File: src/rtl/core/lprd_pkg.sv
// Shared types and constants for the length-prefixed record deframer.
// Holds the result record layout, result kind codes and queue sizing.
// No dependencies.
`timescale 1ns / 1ps
`default_nettype none

package lprd_pkg;

    // Result kind codes
    localparam logic [1:0] KIND_DATA         = 2'd0;
    localparam logic [1:0] KIND_EMPTY_RECORD = 2'd1;
    localparam logic [1:0] KIND_EMPTY_FRAME  = 2'd2;
    localparam logic [1:0] KIND_OVERFLOW     = 2'd3;

    // Queue between parser and output stage
    localparam int QUEUE_DEPTH = 4;
    localparam int QPTR_W      = $clog2(QUEUE_DEPTH);
    localparam int QCNT_W      = $clog2(QUEUE_DEPTH + 1);

    // One result item
    typedef struct packed {
        logic [1:0] kind;
        logic [7:0] record_index;
        logic [7:0] char_position;
        logic [7:0] char_value;
        logic       record_done;
        logic       frame_done;
    } lprd_res_t;

endpackage

`default_nettype wire

File: src/rtl/core/lprd_front.sv
// Front end: accepts stream bytes, tracks prefixes and record/char position,
// and classifies each byte into at most one result pushed to the queue.
// Depends on lprd_pkg.
`timescale 1ns / 1ps
`default_nettype none

module lprd_front #(
    parameter int COUNT_BYTES = 1,
    parameter int LEN_BYTES   = 1,
    parameter int MAX_CHARS   = 10
) (
    input  wire logic             clk,
    input  wire logic             rst_n,
    input  wire logic             take,       // byte accepted this cycle
    input  wire logic [7:0]       stream_byte,
    output logic                  push,
    output lprd_pkg::lprd_res_t   push_res
);
    import lprd_pkg::*;

    localparam logic [2:0] CNT_LAST = 3'(COUNT_BYTES);
    localparam logic [2:0] LEN_LAST = 3'(LEN_BYTES);
    localparam logic [7:0] MAX_C    = 8'(MAX_CHARS);

    typedef enum logic [1:0] {
        PH_COUNT = 2'd0,
        PH_LEN   = 2'd1,
        PH_DATA  = 2'd2
    } phase_t;

    phase_t     phase_reg, phase_next;
    logic [1:0] pfx_cnt_reg, pfx_cnt_next;
    logic [7:0] acc_reg, acc_next;
    logic       sat_reg, sat_next;
    logic [7:0] rec_total_reg, rec_total_next;
    logic [7:0] cur_rec_reg, cur_rec_next;
    logic [7:0] chars_total_reg, chars_total_next;
    logic [7:0] cur_char_reg, cur_char_next;

    logic [7:0] acc_upd;
    logic       sat_upd;
    logic [7:0] pfx_val;
    logic [2:0] pfx_pos1;
    logic       cnt_done;
    logic       len_done;
    logic       rec_last;
    logic       chr_last;

    // Prefix gathering: low byte kept, any nonzero higher byte saturates
    always_comb
    begin
        acc_upd  = (pfx_cnt_reg == 2'd0) ? stream_byte : acc_reg;
        sat_upd  = sat_reg | ((pfx_cnt_reg != 2'd0) && (stream_byte != 8'd0));
        pfx_val  = sat_upd ? 8'hFF : acc_upd;
        pfx_pos1 = {1'b0, pfx_cnt_reg} + 3'd1;
        cnt_done = (pfx_pos1 >= CNT_LAST);
        len_done = (pfx_pos1 >= LEN_LAST);
        rec_last = (({1'b0, cur_rec_reg} + 9'd1) >= {1'b0, rec_total_reg});
        chr_last = (({1'b0, cur_char_reg} + 9'd1) >= {1'b0, chars_total_reg});
    end

    // Next state and result classification
    always_comb
    begin
        phase_next       = phase_reg;
        pfx_cnt_next     = pfx_cnt_reg;
        acc_next         = acc_reg;
        sat_next         = sat_reg;
        rec_total_next   = rec_total_reg;
        cur_rec_next     = cur_rec_reg;
        chars_total_next = chars_total_reg;
        cur_char_next    = cur_char_reg;
        push             = 1'b0;
        push_res         = '0;

        if (take)
        begin
            unique case (phase_reg)
                PH_LEN:
                begin
                    if (len_done)
                    begin
                        pfx_cnt_next     = 2'd0;
                        acc_next         = 8'd0;
                        sat_next         = 1'b0;
                        chars_total_next = pfx_val;
                        cur_char_next    = 8'd0;
                        if (pfx_val != 8'd0)
                        begin
                            phase_next = PH_DATA;
                        end
                        else
                        begin
                            push                   = 1'b1;
                            push_res.kind          = KIND_EMPTY_RECORD;
                            push_res.record_index  = cur_rec_reg;
                            push_res.record_done   = 1'b1;
                            push_res.frame_done    = rec_last;
                            cur_rec_next           = cur_rec_reg + 8'd1;
                            phase_next             = rec_last ? PH_COUNT : PH_LEN;
                        end
                    end
                    else
                    begin
                        pfx_cnt_next = pfx_cnt_reg + 2'd1;
                        acc_next     = acc_upd;
                        sat_next     = sat_upd;
                    end
                end
                PH_DATA:
                begin
                    push                   = 1'b1;
                    push_res.kind          = (cur_char_reg < MAX_C) ? KIND_DATA
                                                                    : KIND_OVERFLOW;
                    push_res.record_index  = cur_rec_reg;
                    push_res.char_position = cur_char_reg;
                    push_res.char_value    = stream_byte;
                    push_res.record_done   = chr_last;
                    push_res.frame_done    = chr_last && rec_last;
                    if (chr_last)
                    begin
                        cur_char_next = 8'd0;
                        cur_rec_next  = cur_rec_reg + 8'd1;
                        phase_next    = rec_last ? PH_COUNT : PH_LEN;
                    end
                    else
                    begin
                        cur_char_next = cur_char_reg + 8'd1;
                    end
                end
                default:
                begin
                    // record count, also taken for the unused phase code
                    phase_next = PH_COUNT;
                    if (cnt_done)
                    begin
                        pfx_cnt_next   = 2'd0;
                        acc_next       = 8'd0;
                        sat_next       = 1'b0;
                        rec_total_next = pfx_val;
                        cur_rec_next   = 8'd0;
                        cur_char_next  = 8'd0;
                        if (pfx_val != 8'd0)
                        begin
                            phase_next = PH_LEN;
                        end
                        else
                        begin
                            push                = 1'b1;
                            push_res.kind       = KIND_EMPTY_FRAME;
                            push_res.frame_done = 1'b1;
                        end
                    end
                    else
                    begin
                        pfx_cnt_next = pfx_cnt_reg + 2'd1;
                        acc_next     = acc_upd;
                        sat_next     = sat_upd;
                    end
                end
            endcase
        end
    end

    // Parser state
    always_ff @(posedge clk or negedge rst_n)
    begin
        if (!rst_n)
        begin
            phase_reg       <= PH_COUNT;
            pfx_cnt_reg     <= 2'd0;
            acc_reg         <= 8'd0;
            sat_reg         <= 1'b0;
            rec_total_reg   <= 8'd0;
            cur_rec_reg     <= 8'd0;
            chars_total_reg <= 8'd0;
            cur_char_reg    <= 8'd0;
        end
        else
        begin
            phase_reg       <= phase_next;
            pfx_cnt_reg     <= pfx_cnt_next;
            acc_reg         <= acc_next;
            sat_reg         <= sat_next;
            rec_total_reg   <= rec_total_next;
            cur_rec_reg     <= cur_rec_next;
            chars_total_reg <= chars_total_next;
            cur_char_reg    <= cur_char_next;
        end
    end

endmodule

`default_nettype wire

File: src/rtl/core/lprd_queue.sv
// Short result queue between the parser and the output stage.
// Register-based, one push and one pop per cycle. Depends on lprd_pkg.
`timescale 1ns / 1ps
`default_nettype none

module lprd_queue (
    input  wire logic                 clk,
    input  wire logic                 rst_n,
    input  wire logic                 push,
    input  wire lprd_pkg::lprd_res_t  push_res,
    input  wire logic                 pop,
    output lprd_pkg::lprd_res_t       pop_res,
    output logic                      full,
    output logic                      empty
);
    import lprd_pkg::*;

    lprd_res_t         mem_reg [QUEUE_DEPTH];
    logic [QPTR_W-1:0] wr_ptr_reg, wr_ptr_next;
    logic [QPTR_W-1:0] rd_ptr_reg, rd_ptr_next;
    logic [QCNT_W-1:0] count_reg, count_next;

    assign full    = (count_reg == QCNT_W'(QUEUE_DEPTH));
    assign empty   = (count_reg == '0);
    assign pop_res = mem_reg[rd_ptr_reg];

    // Pointer and fill bookkeeping
    always_comb
    begin
        wr_ptr_next = push ? wr_ptr_reg + QPTR_W'(1) : wr_ptr_reg;
        rd_ptr_next = pop  ? rd_ptr_reg + QPTR_W'(1) : rd_ptr_reg;
        count_next  = count_reg + QCNT_W'(push) - QCNT_W'(pop);
    end

    always_ff @(posedge clk or negedge rst_n)
    begin
        if (!rst_n)
        begin
            wr_ptr_reg <= '0;
            rd_ptr_reg <= '0;
            count_reg  <= '0;
        end
        else
        begin
            wr_ptr_reg <= wr_ptr_next;
            rd_ptr_reg <= rd_ptr_next;
            count_reg  <= count_next;
        end
    end

    // Storage, no reset needed
    always_ff @(posedge clk)
    begin
        if (push)
        begin
            mem_reg[wr_ptr_reg] <= push_res;
        end
    end

endmodule

`default_nettype wire

File: src/rtl/core/lprd_back.sv
// Back end: output register that drains the result queue onto the
// master-side stream. Depends on lprd_pkg.
`timescale 1ns / 1ps
`default_nettype none

module lprd_back (
    input  wire logic                 clk,
    input  wire logic                 rst_n,
    input  wire logic                 empty,
    input  wire lprd_pkg::lprd_res_t  pop_res,
    output logic                      pop,
    output logic                      out_valid,
    output lprd_pkg::lprd_res_t       out_res,
    input  wire logic                 out_ready
);
    import lprd_pkg::*;

    logic      valid_reg, valid_next;
    lprd_res_t res_reg;

    // Refill whenever the register is free or being taken this cycle
    assign pop        = !empty && (!valid_reg || out_ready);
    assign valid_next = pop || (valid_reg && !out_ready);
    assign out_valid  = valid_reg;
    assign out_res    = res_reg;

    always_ff @(posedge clk or negedge rst_n)
    begin
        if (!rst_n)
        begin
            valid_reg <= 1'b0;
        end
        else
        begin
            valid_reg <= valid_next;
        end
    end

    always_ff @(posedge clk)
    begin
        if (pop)
        begin
            res_reg <= pop_res;
        end
    end

endmodule

`default_nettype wire

File: src/rtl/core/length_prefix_record_deframer_core.sv
// Length-prefixed record deframer, top level.
// Throughput: one byte per cycle; input stalls only when the 4-entry result queue is full.
// Path: the parser pushes a result into the queue when its byte is taken, and the output register
// then loads it from the queue and drives m_tvalid; while that register is held, results wait in the queue.
// Reset (rst_n low, asynchronous): parser expects a record count, queue and output empty.
`timescale 1ns / 1ps
`default_nettype none

module length_prefix_record_deframer_core #(
    parameter int COUNT_BYTES = 1,
    parameter int LEN_BYTES   = 1,
    parameter int MAX_CHARS   = 10
) (
    input  wire logic        clk,
    input  wire logic        rst_n,
    input  wire logic        s_tvalid,
    output logic             s_tready,
    input  wire logic [7:0]  s_tdata,   // [7:0] stream_byte
    output logic             m_tvalid,
    input  wire logic        m_tready,
    output logic [23:0]      m_tdata,   // [7:0] record_index, [15:8] char_position,
                                        // [23:16] char_value
    output logic [2:0]       m_tuser,   // [1:0] kind, [2] record_done
    output logic             m_tlast    // frame_done
);
    import lprd_pkg::*;

    logic      take;
    logic      push;
    lprd_res_t push_res;
    logic      pop;
    lprd_res_t pop_res;
    logic      full;
    logic      empty;
    lprd_res_t out_res;

    assign s_tready = !full;
    assign take     = s_tvalid && s_tready;

    lprd_front #(
        .COUNT_BYTES (COUNT_BYTES),
        .LEN_BYTES   (LEN_BYTES),
        .MAX_CHARS   (MAX_CHARS)
    ) u_front (
        .clk         (clk),
        .rst_n       (rst_n),
        .take        (take),
        .stream_byte (s_tdata),
        .push        (push),
        .push_res    (push_res)
    );

    lprd_queue u_queue (
        .clk      (clk),
        .rst_n    (rst_n),
        .push     (push),
        .push_res (push_res),
        .pop      (pop),
        .pop_res  (pop_res),
        .full     (full),
        .empty    (empty)
    );

    lprd_back u_back (
        .clk       (clk),
        .rst_n     (rst_n),
        .empty     (empty),
        .pop_res   (pop_res),
        .pop       (pop),
        .out_valid (m_tvalid),
        .out_res   (out_res),
        .out_ready (m_tready)
    );

    // Output beat packing
    assign m_tdata = {out_res.char_value, out_res.char_position, out_res.record_index};
    assign m_tuser = {out_res.record_done, out_res.kind};
    assign m_tlast = out_res.frame_done;

    // Parser never pushes into a full queue
    a_no_push_full: assert property (@(posedge clk) disable iff (!rst_n)
        push |-> !full)
        else $error("result pushed into full queue");

    // Queue cannot be full and empty at once
    a_full_empty: assert property (@(posedge clk) disable iff (!rst_n)
        !(full && empty))
        else $error("queue full and empty together");

    // Empty-frame marker always closes the frame and no record
    a_empty_frame: assert property (@(posedge clk) disable iff (!rst_n)
        (m_tvalid && (m_tuser[1:0] == KIND_EMPTY_FRAME)) |-> (m_tlast && !m_tuser[2]))
        else $error("empty-frame beat with bad flags");

    // Overflow beats only at positions past the character limit
    a_overflow_pos: assert property (@(posedge clk) disable iff (!rst_n)
        (m_tvalid && (m_tuser[1:0] == KIND_OVERFLOW)) |-> (m_tdata[15:8] >= 8'(MAX_CHARS)))
        else $error("overflow beat below character limit");

    // A frame end always ends a record, except for the empty-frame marker
    a_frame_ends_record: assert property (@(posedge clk) disable iff (!rst_n)
        (m_tvalid && m_tlast && (m_tuser[1:0] != KIND_EMPTY_FRAME)) |-> m_tuser[2])
        else $error("frame end without record end");

endmodule

`default_nettype wire
File: config.mk
export PLATFORM = sky130hd
export DESIGN_NAME = length_prefix_record_deframer_core
export DESIGN_NICKNAME = d
export VERILOG_FILES = /design/src/rtl/core/lprd_pkg.sv /design/src/rtl/core/lprd_front.sv /design/src/rtl/core/lprd_queue.sv /design/src/rtl/core/lprd_back.sv /design/src/rtl/core/length_prefix_record_deframer_core.sv
export SDC_FILE = /design/constraint.sdc
export NUM_CORES = 1
export LEC_CHECK = 0
export CAP_MARGIN = 5
export CORE_MARGIN = 2
export CORE_UTILIZATION = 35
export CTS_CLUSTER_SIZE = 25
export DETAILED_ROUTE_END_ITERATION = 8
export DONT_BUFFER_PORTS = 1
export GPL_ROUTABILITY_DRIVEN = 0
export PLACE_DENSITY_LB_ADDON = 0.08
export SLEW_MARGIN = 20
export SYNTH_ARGS = -nofsm -noshare
export SYNTH_HDL_FRONTEND = slang
export SYNTH_HIERARCHICAL = 1
export SYNTH_SLANG_ARGS = --single-unit
File: constraint.sdc
create_clock -name clk -period 3.6 [get_ports clk]
set_input_delay 0 -clock clk [delete_from_list [all_inputs] [get_ports clk]]
set_output_delay 0 -clock clk [all_outputs]
set_load 0.1 [all_outputs]
==> results of run 1 <==
## kinds of logic after synthesis
| family | Yosys count |
|---|---|
| buffers and inverters | 58 |
| adder cells (fa/ha/maj) | 29 |
| XOR/XNOR | 17 |
| multiplexers | 55 |
| AO/OA/AOI/OAI | 56 |
| AND/OR/NAND/NOR | 129 |
| flip-flops | 193 |
## cell usage in the layout, fill, tap and decap left out, drive strengths merged, types with 9 or more instances in the layout
cell,count
buf,12
edfxtp,140
nor2,14
clkbuf,17
o21ai,17
mux2i,10
nor3,13
nand2,26
inv,47
and2,20
a21oi,12
dlygate4sd3,10
nand3,13
xnor2,12
dfrtp,53
ha,28
and3,20
nand2b,9
mux4,28
mux2,17
## layer usage
metal	GRT usage [%]	vias up
met4	4.85	0
met5	0	-
met1	20.2	2214
met3	2.72	8
met2	24.3	67
li1	-	2059
## critical path, delay by kind of cell (launching register included)
| family | cells | cell delay [ps] |
|---|---|---|
| DFF | 1 | 490 |
| and+or+nand+nor | 6 | 1230 |
| muxes | 1 | 340 |
| adders and majority gates | 1 | 290 |
| xor gates and xnor gates | 1 | 220 |
| buffers and inverters | 1 | 110 |
| AOI/OAI and AO/OA | 2 | 490 |
## worst paths after layout
path                                             from                          to  slack [ps]  depth (start not counted)
max                           u_front/cur_char_reg[4]      u_front/cur_rec_reg[0]         300                         12
min                                          m_tready          u_back/out_res[21]          20                          2
max reg2reg                   u_front/cur_char_reg[4]      u_front/cur_rec_reg[0]         300                         12
min reg2reg                u_front/chars_total_reg[1]  u_front/chars_total_reg[1]         490                          2
max in group asynchronous                       rst_n       u_queue/rd_ptr_reg[0]        3200                          2
min in group asynchronous                       rst_n     u_front/cur_char_reg[0]         110                          2
## stage by stage
step	cell area (um^2)	util, %	setup WS [ps]	std cells	power (mW)
after detailed placement	8770	37.5	391	846	5.97
after CTS	9500	40.6	352	889	7.95
after global routing	9530	40.7	159	890	8.29
final	9530	40.7	298	890	7.85
after global placement	8770	37.5	557	846	5.93
after floorplan	8340	-	404	537	5.48
## power breakdown
part	switching (mW)	internal [mW]
logic	0.971	0.819
registers	1.29	2.84
clock network	0.923	1.00
## layout make-up
type                            count  area (um^2)  area share, %
Clock buffer                       17          425           4.46
Tap cell                          319          399           4.19
Multi-Input combinational cell    286         2570           27.0
Inverter                           38          143           1.50
Sequential cell                   193         5530           58.1
Clock inverter                     15          181           1.90
Timing Repair Buffer               22          280           2.94
## what timing repair did
action / CTS / global route
hold buffers: 11 / 0
hold endpoints to repair: 103 / 0
buffers inserted: 0 / 0
==> summary.txt, run 1 <==
Final layout
  • Area grow syn2layout: 14.3%
  • Fillcell total: 2224
  • Layout cells sized above 1: 18.7%
  • Number of diodes: 0
  • Final nets: 599
  • Max FFs per register: 112

Route
  • DR pass1 iterations: 4
  • DR vias/cell: 4.89
  • Top routing layer in use: met4
  • Vias: 4348
  • Post-route ant nets: 0
  • Met2 WL post-DR: 8420 um
  • Drt drc: 0
  • Met1 WL: 8160 um
  • Routed len/inst: 19.2 um
  • Routed length on met3: 399 um
  • WL final: 17100 um
  • Initial DRC count: 279

GRT
  • First-pass GRT wire length: 27100 um
  • Total GRT Usage: 14.9%
  • Grt ovf: 0
  • Pin count of the biggest net entering global routing: 54
  • Vias in the first global route: 4582
  • Initial antenna violation count: 0

Synth
  • Avg Inst Size Synth: 15.5 um^2
  • Mapped Nets: 578
  • Post-synthesis sequential area ratio: 66.3%
  • Post-Synth XOR/XNOR Area: 1.79%
  • Ys Warns: 6
  • Complex-gate fraction of the synthesized area: 4.59%
  • Commonest cells post-synth: 140 x edfxtp_1, 53 x dfrtp_1, 38 x inv_1, 28 x ha_1, 28 x mux4_2
  • Largest family of logic cells by synthesized area: multiplexers
  • Top_reg_cell synth: edfxtp_1
  • EDFF count, synth: 140
  • Async S/R FF share, synth: 27.5%
  • Top cells by area, synth: edfxtp_1 50%, dfrtp_1 16%, mux4_2 7.6%
  • Yosys top cell area share: 50.4%
  • Unique masters post-synth: 51
  • Synthesized cell area: 8340 um^2
  • Cell taking the most area after synthesis: edfxtp_1
  • Yosys reg bits: 193
  • Post-Synth Simple-Gate Area: 8.72%
  • Synthesized-area fraction occupied by adder cells: 4.44%
  • Post-synthesis mux area share: 11.1%
  • Gate Count Post-Synth: 537
  • Most frequent cell after synthesis: edfxtp_1

Hold path
  • HP Class: primary input to flip-flop

Pwr
  • VDD IR max: 0.374 mV
  • PwrDens: 823 nW/um^2
  • Leakage power total: 3.73 nW

Clock tree
  • CTS resizes: 0
  • Htree depth: 4
  • Num CTS Buffers: 17
  • CTS Root Cell: clkbuf_16
  • Clk sinks: 193
  • CTS tree: done
  • Clk buf depth: 2
  • Worst-Skew Late Latency: 430 ps
  • Clk slew on worst S/H paths: 70 ps

Worst setup path
  • CP cell instances: and3_1 -> nand3_1 -> inv_1 -> and3_1 -> xor2_1 -> ha_1 -> and3_1 -> a221oi_1 -> o21ai_1 -> nor3_2 -> nor3_4 -> mux2_4
  • Worst setup EP type: flip-flop
  • Crit path DAT: 3610 ps
  • Critical path's slowest cell: dfrtp_1
  • Most used cell, CP: and3_1
  • CP Launch Type: flip-flop
  • Kind of critical path: flip-flop to flip-flop
  • WP data required: 3900 ps
  • CP max stage delay: 490 ps
  • Crit Path Max Fanout: 8

Die
  • Die height: 158 um
  • Initial Utilization: 35.6%
  • Die Wd: 158 um
  • Num rows: 56
  • Full die area: 25100 um^2
  • Core area: 23400 um^2
  • # IOs: 42

STA
  • Max-slew headroom: 37.8%
  • Max Fclk: 0.303 GHz
  • RSZ-0062 raised after global routing: false
  • Final Cycle Share: 91.7%
  • Min Hold Slack: 19.1 ps
  • Final hold violation count: 0
  • Slew Viols, Final: 0
  • Actual slew at the worst max-slew pin: 935 ps
  • Count of final setup violators: 0
  • Clock skew: 22.4 ps
  • Crit path time final: 3300 ps
  • Sum Neg Setup Slack: 0 ps

Placement
  • Buffers on Ports: 0
  • Post-DP HPWL: 11100 um

Status
  • Status: finished, final reports clean

Run
  • Max-cap violations: 0
Power figures use the tool's default switching activity.
==> inputs of run 2 (changes only) <==
--- a/config.mk
+++ b/config.mk
@@ -10,2 +10,3 @@
 export CORE_UTILIZATION = 35
+export CTS_CLUSTER_DIAMETER = 40
 export CTS_CLUSTER_SIZE = 25
==> constraint.sdc (replaced) <==
create_clock -name clk -period 3.6 [get_ports clk]
set_input_delay 0.72 -clock clk [delete_from_list [all_inputs] [get_ports clk]]
set_output_delay 0.72 -clock clk [all_outputs]
set_load 0.1 [all_outputs]
==> summary.txt, run 2 (same netlist as run 1, synthesis figures left out) <==
Pwr
  • Leakage power total: 3.68 nW (-1.4%)
  • PwrDens: 824 nW/um^2 (about the same)
  • VDD IR max: 0.338 mV (-9.5%)

Status
  • Status: finished, final reports clean

GRT
  • First-pass GRT wire length: 26100 um (-3.8%)
  • Initial antenna violation count: 0 (unchanged)
  • Pin count of the biggest net entering global routing: 54 (unchanged)
  • Vias in the first global route: 4427 (-3.4%)
  • Total GRT Usage: 14.2% (-0.68 points)
  • Grt ovf: 0 (unchanged)

Worst setup path
  • Kind of critical path: flip-flop to flip-flop
  • Critical path buffers and inverters: 1 (unchanged)
  • CP cell instances: and3_1 -> nand3_1 -> inv_1 -> and3_1 -> xor2_1 -> ha_1 -> and3_1 -> a221oi_1 -> o21ai_1 -> nor3_2 -> nor3_4 -> mux2_4
  • WP data required: 3910 ps (about the same)
  • Most used cell, CP: and3_1
  • Critical path's slowest cell: dfrtp_1
  • Crit Path Max Fanout: 8 (unchanged)
  • Worst setup EP type: flip-flop
  • CP max stage delay: 490 ps (about the same)
  • Crit path DAT: 3570 ps (-40 ps)
  • CP Launch Type: flip-flop
  • Top Family by Delay on Critical Path: simple AND/OR/NAND/NOR gates

STA
  • Final hold violation count: 0 (unchanged)
  • Clock skew: 10.7 ps (-11.7 ps)
  • Final Cycle Share: 90.4% (-1.3 points)
  • Count of final setup violators: 0 (unchanged)
  • Sum Neg Setup Slack: 0 ps (unchanged)
  • Actual slew at the worst max-slew pin: 972 ps (+37.2 ps)
  • Crit path time final: 3260 ps (-46.7 ps)
  • Final WS setup: 344 ps (+46.7 ps)
  • Max-slew headroom: 35.4% (-2.5 points)
  • RSZ-0062 raised after global routing: false
  • Max Fclk: 0.307 GHz (+1.4%)
  • Slew Viols, Final: 0 (unchanged)

Hold path
  • HP Class: primary input to async pin

Die
  • Initial Utilization: 35.6% (unchanged)
  • Die height: 158 um (unchanged)
  • Core area: 23400 um^2 (unchanged)
  • Full die area: 25100 um^2 (unchanged)
  • Die Wd: 158 um (unchanged)
  • Num rows: 56 (unchanged)
  • # IOs: 42 (unchanged)

Clock tree
  • Worst-Skew Late Latency: 430 ps (about the same)
  • Num CTS Buffers: 17 (unchanged)
  • Htree depth: 4 (unchanged)
  • CTS Root Cell: clkbuf_16
  • CTS resizes: 0 (unchanged)
  • Clk sinks: 193 (unchanged)
  • Clk buf depth: 2 (unchanged)
  • Setup Buffers After CTS: 0 (unchanged)
  • CTS tree: done
  • Hold_buf cts: 1 (-10)
  • Clk slew on worst S/H paths: 70 ps (about the same)

Route
  • Post-route ant nets: 0 (unchanged)
  • Initial DRC count: 211 (-24%)
  • DR vias/cell: 4.91 (+0.54%)
  • Vias: 4332 (-0.37%)
  • WL final: 16500 um (-3.4%)
  • Drt drc: 0 (unchanged)
  • Routed len/inst: 18.8 um (-2.5%)
  • DR pass1 iterations: 4 (unchanged)

Final layout
  • Final nets: 591 (-1.3%)
  • Most common cell after layout, fill and taps aside: edfxtp_1
  • Most frequent cells in the layout: 140 x edfxtp_1, 51 x dfrtp_1, 38 x inv_1
  • Fillcell total: 2190 (-1.5%)
  • Area grow syn2layout: 12.8%
  • Max FFs per register: 112 (unchanged)
  • Number of diodes: 0 (unchanged)
  • Layout cells sized above 1: 19.4% (+0.62 points)

Placement
  • Buffers on Ports: 0 (unchanged)
  • Place WS: 407 ps (+15.9 ps)
  • Post-DP HPWL: 10900 um (-1.6%)

Run
  • Max-cap violations: 0 (unchanged)
-- run 2: cell count changes in the layout (fill, tap and decap cells not counted) --
cell,before,now
buf_4,6,9
clkinv_2,0,1
inv_6,5,1
inv_8,3,6
dlygate4sd3_1,10,0
buf_16,2,1
bufinv_16,1,0
clkinvlp_4,1,2
-- run 2: worst reg2reg max path, delay by kind of cell, from the launching register on --
family                     cells  cell delay [ps]
xor gates and xnor gates       1              230
adders and majority gates      1              290
DFF                            1              490
and+or+nand+nor                6             1210
AOI/OAI and AO/OA              2              470
muxes                          1              340
buffers and inverters          1              100
-- run 2: final timing paths --
kind	from	endpoint	cells past startpoint	slack (ps)
setup / recovery	u_front/cur_char_reg[4]	u_front/cur_rec_reg[0]	12	340
min in group clk	m_tready	u_back/out_valid	1	360
setup reg to reg	u_front/cur_char_reg[4]	u_front/cur_rec_reg[0]	12	340
hold / removal	rst_n	u_front/cur_char_reg[3]	1	160
max in group asynchronous	rst_n	u_queue/rd_ptr_reg[0]	1	3200
hold reg to reg	u_front/chars_total_reg[1]	u_front/chars_total_reg[1]	2	490
-- run 2: area by class of cell --
class	count	area (um^2)	area share (%)
well taps	319	399	4.24
inverters	38	143	1.52
flip-flops and latches	193	5530	58.8
clock buffers	17	425	4.52
clock inverters	15	163	1.73
repair buffers	14	175	1.86
multi-input cells	286	2570	27.3
-- run 2: metrics by stage --
step | instances | power (mW) | util, % | area, um^2 | hold WS (ps)
floorplan | 537 | 5.48 | - | 8340 | 424
global placement | 849 | 5.94 | 37.6 | 8790 | 429
detailed placement | 849 | 5.99 | 37.6 | 8790 | 430
CTS | 882 | 7.88 | 40.2 | 9410 | 148
global route | 882 | 8.19 | 40.2 | 9410 | 150
finish | 882 | 7.75 | 40.2 | 9410 | 156
-- run 2: power by group --
part / switching (mW) / internal (mW) / total [mW] / leakage (nW)
sequential: 1.34 / 2.84 / 4.17 / 2.02
combinational: 0.927 / 0.806 / 1.73 / 1.38
clock: 0.909 / 0.936 / 1.85 / 0.284
total: 3.17 / 4.58 / 7.75 / 3.68
-- run 2: per-layer routing --
metal | vias up | track usage (%) | part of all wire [%]
li1 | 2038 | - | -
met1 | 2201 | 19.6 | 48
met2 | 83 | 22.5 | 47
met3 | 10 | 3.59 | 3.4
met4 | 0 | 3.78 | 0.88
met5 | - | 0 | 0
==> inputs of run 3 (changes only) <==
Settings changed: CORE_ASPECT_RATIO set to 2.
==> summary.txt, run 3 (same netlist as run 1, synthesis figures left out) <==
Die
  • Die height: 222 um (+40%)
  • # IOs: 42 (unchanged)
  • Full die area: 25200 um^2 (+0.29%)
  • Die Wd: 113 um (-29%)
  • Num rows: 79 (+41%)
  • Initial Utilization: 35.7% (+0.11 points)
  • Core area: 23300 um^2 (-0.32%)

STA
  • Actual slew at the worst max-slew pin: 911 ps (-60.6 ps)
  • Clock skew: 8.65 ps (-2.09 ps)
  • Count of final setup violators: 0 (unchanged)
  • Final hold violation count: 0 (unchanged)
  • Slew Viols, Final: 0 (unchanged)
  • Sum Neg Setup Slack: 0 ps (unchanged)
  • Final WS setup: 338 ps (-6.06 ps)
  • Max-slew headroom: 39.4% (+4.0 points)
  • Max Fclk: 0.307 GHz (-0.19%)
  • Final Cycle Share: 90.6% (+0.17 points)
  • Crit path time final: 3260 ps (+6.06 ps)
  • RSZ-0062 raised after global routing: false

Worst setup path
  • Crit path DAT: 3580 ps (about the same)
  • Crit Path Max Fanout: 8 (unchanged)
  • WP data required: 3920 ps (about the same)
  • Most used cell, CP: and3_1
  • CP max stage delay: 480 ps (about the same)
  • CP Launch Type: flip-flop
  • Worst setup EP type: flip-flop
  • Worst reg2reg path depth: 12 (unchanged)
  • Critical path's slowest cell: dfrtp_1
  • CP cell instances: and3_1 -> nand3_1 -> inv_1 -> and3_1 -> xor2_1 -> ha_1 -> and3_1 -> a221oi_1 -> o21ai_1 -> nor3_2 -> nor3_4 -> mux2_4
  • Kind of critical path: flip-flop to flip-flop

Placement
  • Place WS: 355 ps (-51.4 ps)
  • Buffers on Ports: 0 (unchanged)
  • Post-DP HPWL: 12100 um (+11%)

GRT
  • Grt ovf: 0 (unchanged)
  • Initial antenna violation count: 0 (unchanged)
  • Vias in the first global route: 4760 (+7.5%)
  • Total GRT Usage: 14.5% (+0.30 points)
  • Pin count of the biggest net entering global routing: 54 (unchanged)
  • First-pass GRT wire length: 27100 um (+4.1%)

Clock tree
  • Num CTS Buffers: 17 (unchanged)
  • Clk slew on worst S/H paths: 60 ps (about the same)
  • CTS resizes: 0 (unchanged)
  • Htree depth: 4 (unchanged)
  • Clk buf depth: 2 (unchanged)
  • Clk sinks: 193 (unchanged)
  • Worst-Skew Late Latency: 430 ps (about the same)
  • CTS tree: done
  • CTS Root Cell: clkbuf_16

Final layout
  • Most common cell after layout, fill and taps aside: edfxtp_1
  • Number of diodes: 0 (unchanged)
  • Layout cells sized above 1: 19.0% (-0.39 points)
  • Most frequent cells in the layout: 140 x edfxtp_1, 51 x dfrtp_1, 38 x inv_1
  • Area grow syn2layout: 12.2%
  • Final nets: 593 (+0.34%)
  • Max FFs per register: 112 (unchanged)

Route
  • DR pass1 iterations: 8 (+4)
  • Vias: 4314 (-0.42%)
  • Post-route ant nets: 0 (unchanged)
  • WL final: 17000 um (+2.6%)
  • DR vias/cell: 5.09 (+3.7%)
  • Initial DRC count: 298 (+41%)
  • Routed len/inst: 20.0 um (+6.8%)
  • Drt drc: 4 (+4)

Pwr
  • VDD IR max: 0.296 mV (-13%)
  • PwrDens: 828 nW/um^2 (+0.51%)
  • Leakage power total: 3.68 nW (about the same)

Status
  • Status: finished with violations
  • Failing checks: design-rule violations

Hold path
  • HP Class: primary input to async pin

Run
  • Max-cap violations: 0 (unchanged)
[run 3: final cells by class]
type	count	area, um^2
repair buffers	16	190
flip-flops and latches	193	5530
clock inverters	12	135
fillers	2145	14000
clock buffers	19	433
inverters	38	143
multi-input cells	286	2570
well taps	283	354
[run 3: path summary, 6_finish.rpt]
kind	start	slack, ps	end
worst min register to register	u_front/chars_total_reg[1]	490	u_front/chars_total_reg[1]
worst max register to register	u_front/cur_char_reg[4]	340	u_front/cur_rec_reg[1]
max in group asynchronous	rst_n	3190	u_queue/rd_ptr_reg[1]
min in group clk	m_tready	360	u_back/out_valid
worst max-delay path	u_front/cur_char_reg[4]	340	u_front/cur_rec_reg[1]
worst min-delay path	rst_n	140	u_front/acc_reg[3]
[run 3: layer usage]
metal / vias up / global-route usage, % / part of all wire [%]
met5: - / 0 / 0
met4: 0 / 6.25 / 3.0
met3: 22 / 3.11 / 1.7
met2: 53 / 26.9 / 58
met1: 2205 / 15.6 / 37
li1: 2034 / - / -
[run 3: repair_timing]
item,CTS,global route
hold endpoints to repair,53,0
endpoints found under the setup margin,0,0
setup buffers,0,0
hold buffers,1,0
[run 3: report_power, final]
part           switching (mW)  total [mW]  internal (mW)
sequential               1.35        4.19           2.84
combinational           0.916        1.72          0.807
clock                   0.812        1.84           1.02
total                    3.08        7.75           4.67
[run 3: worst max-delay path: cells and delay by family, from the launching register on]
| family | cells | cell delay (ps) |
|---|---|---|
| and+or+nand+nor | 6 | 1200 |
| adders and majority gates | 1 | 270 |
| xor gates and xnor gates | 1 | 200 |
| AOI/OAI and AO/OA | 2 | 540 |
| muxes | 1 | 340 |
| buffers and inverters | 1 | 100 |
| DFF | 1 | 480 |
[run 3: per-stage QoR]
stage / util, % / hold WS, ps / power (mW) / instance area [um^2] / instances
2_1_floorplan: - / 424 / 5.48 / 8340 / 537
3_3_place_gp: 37.6 / 427 / 5.97 / 8760 / 815
3_5_place_dp: 37.6 / 427 / 6.02 / 8760 / 815
4_1_cts: 40.1 / 130 / 7.89 / 9360 / 847
5_1_grt: 40.1 / 140 / 8.17 / 9360 / 847
6_report: 40.1 / 143 / 7.75 / 9360 / 847
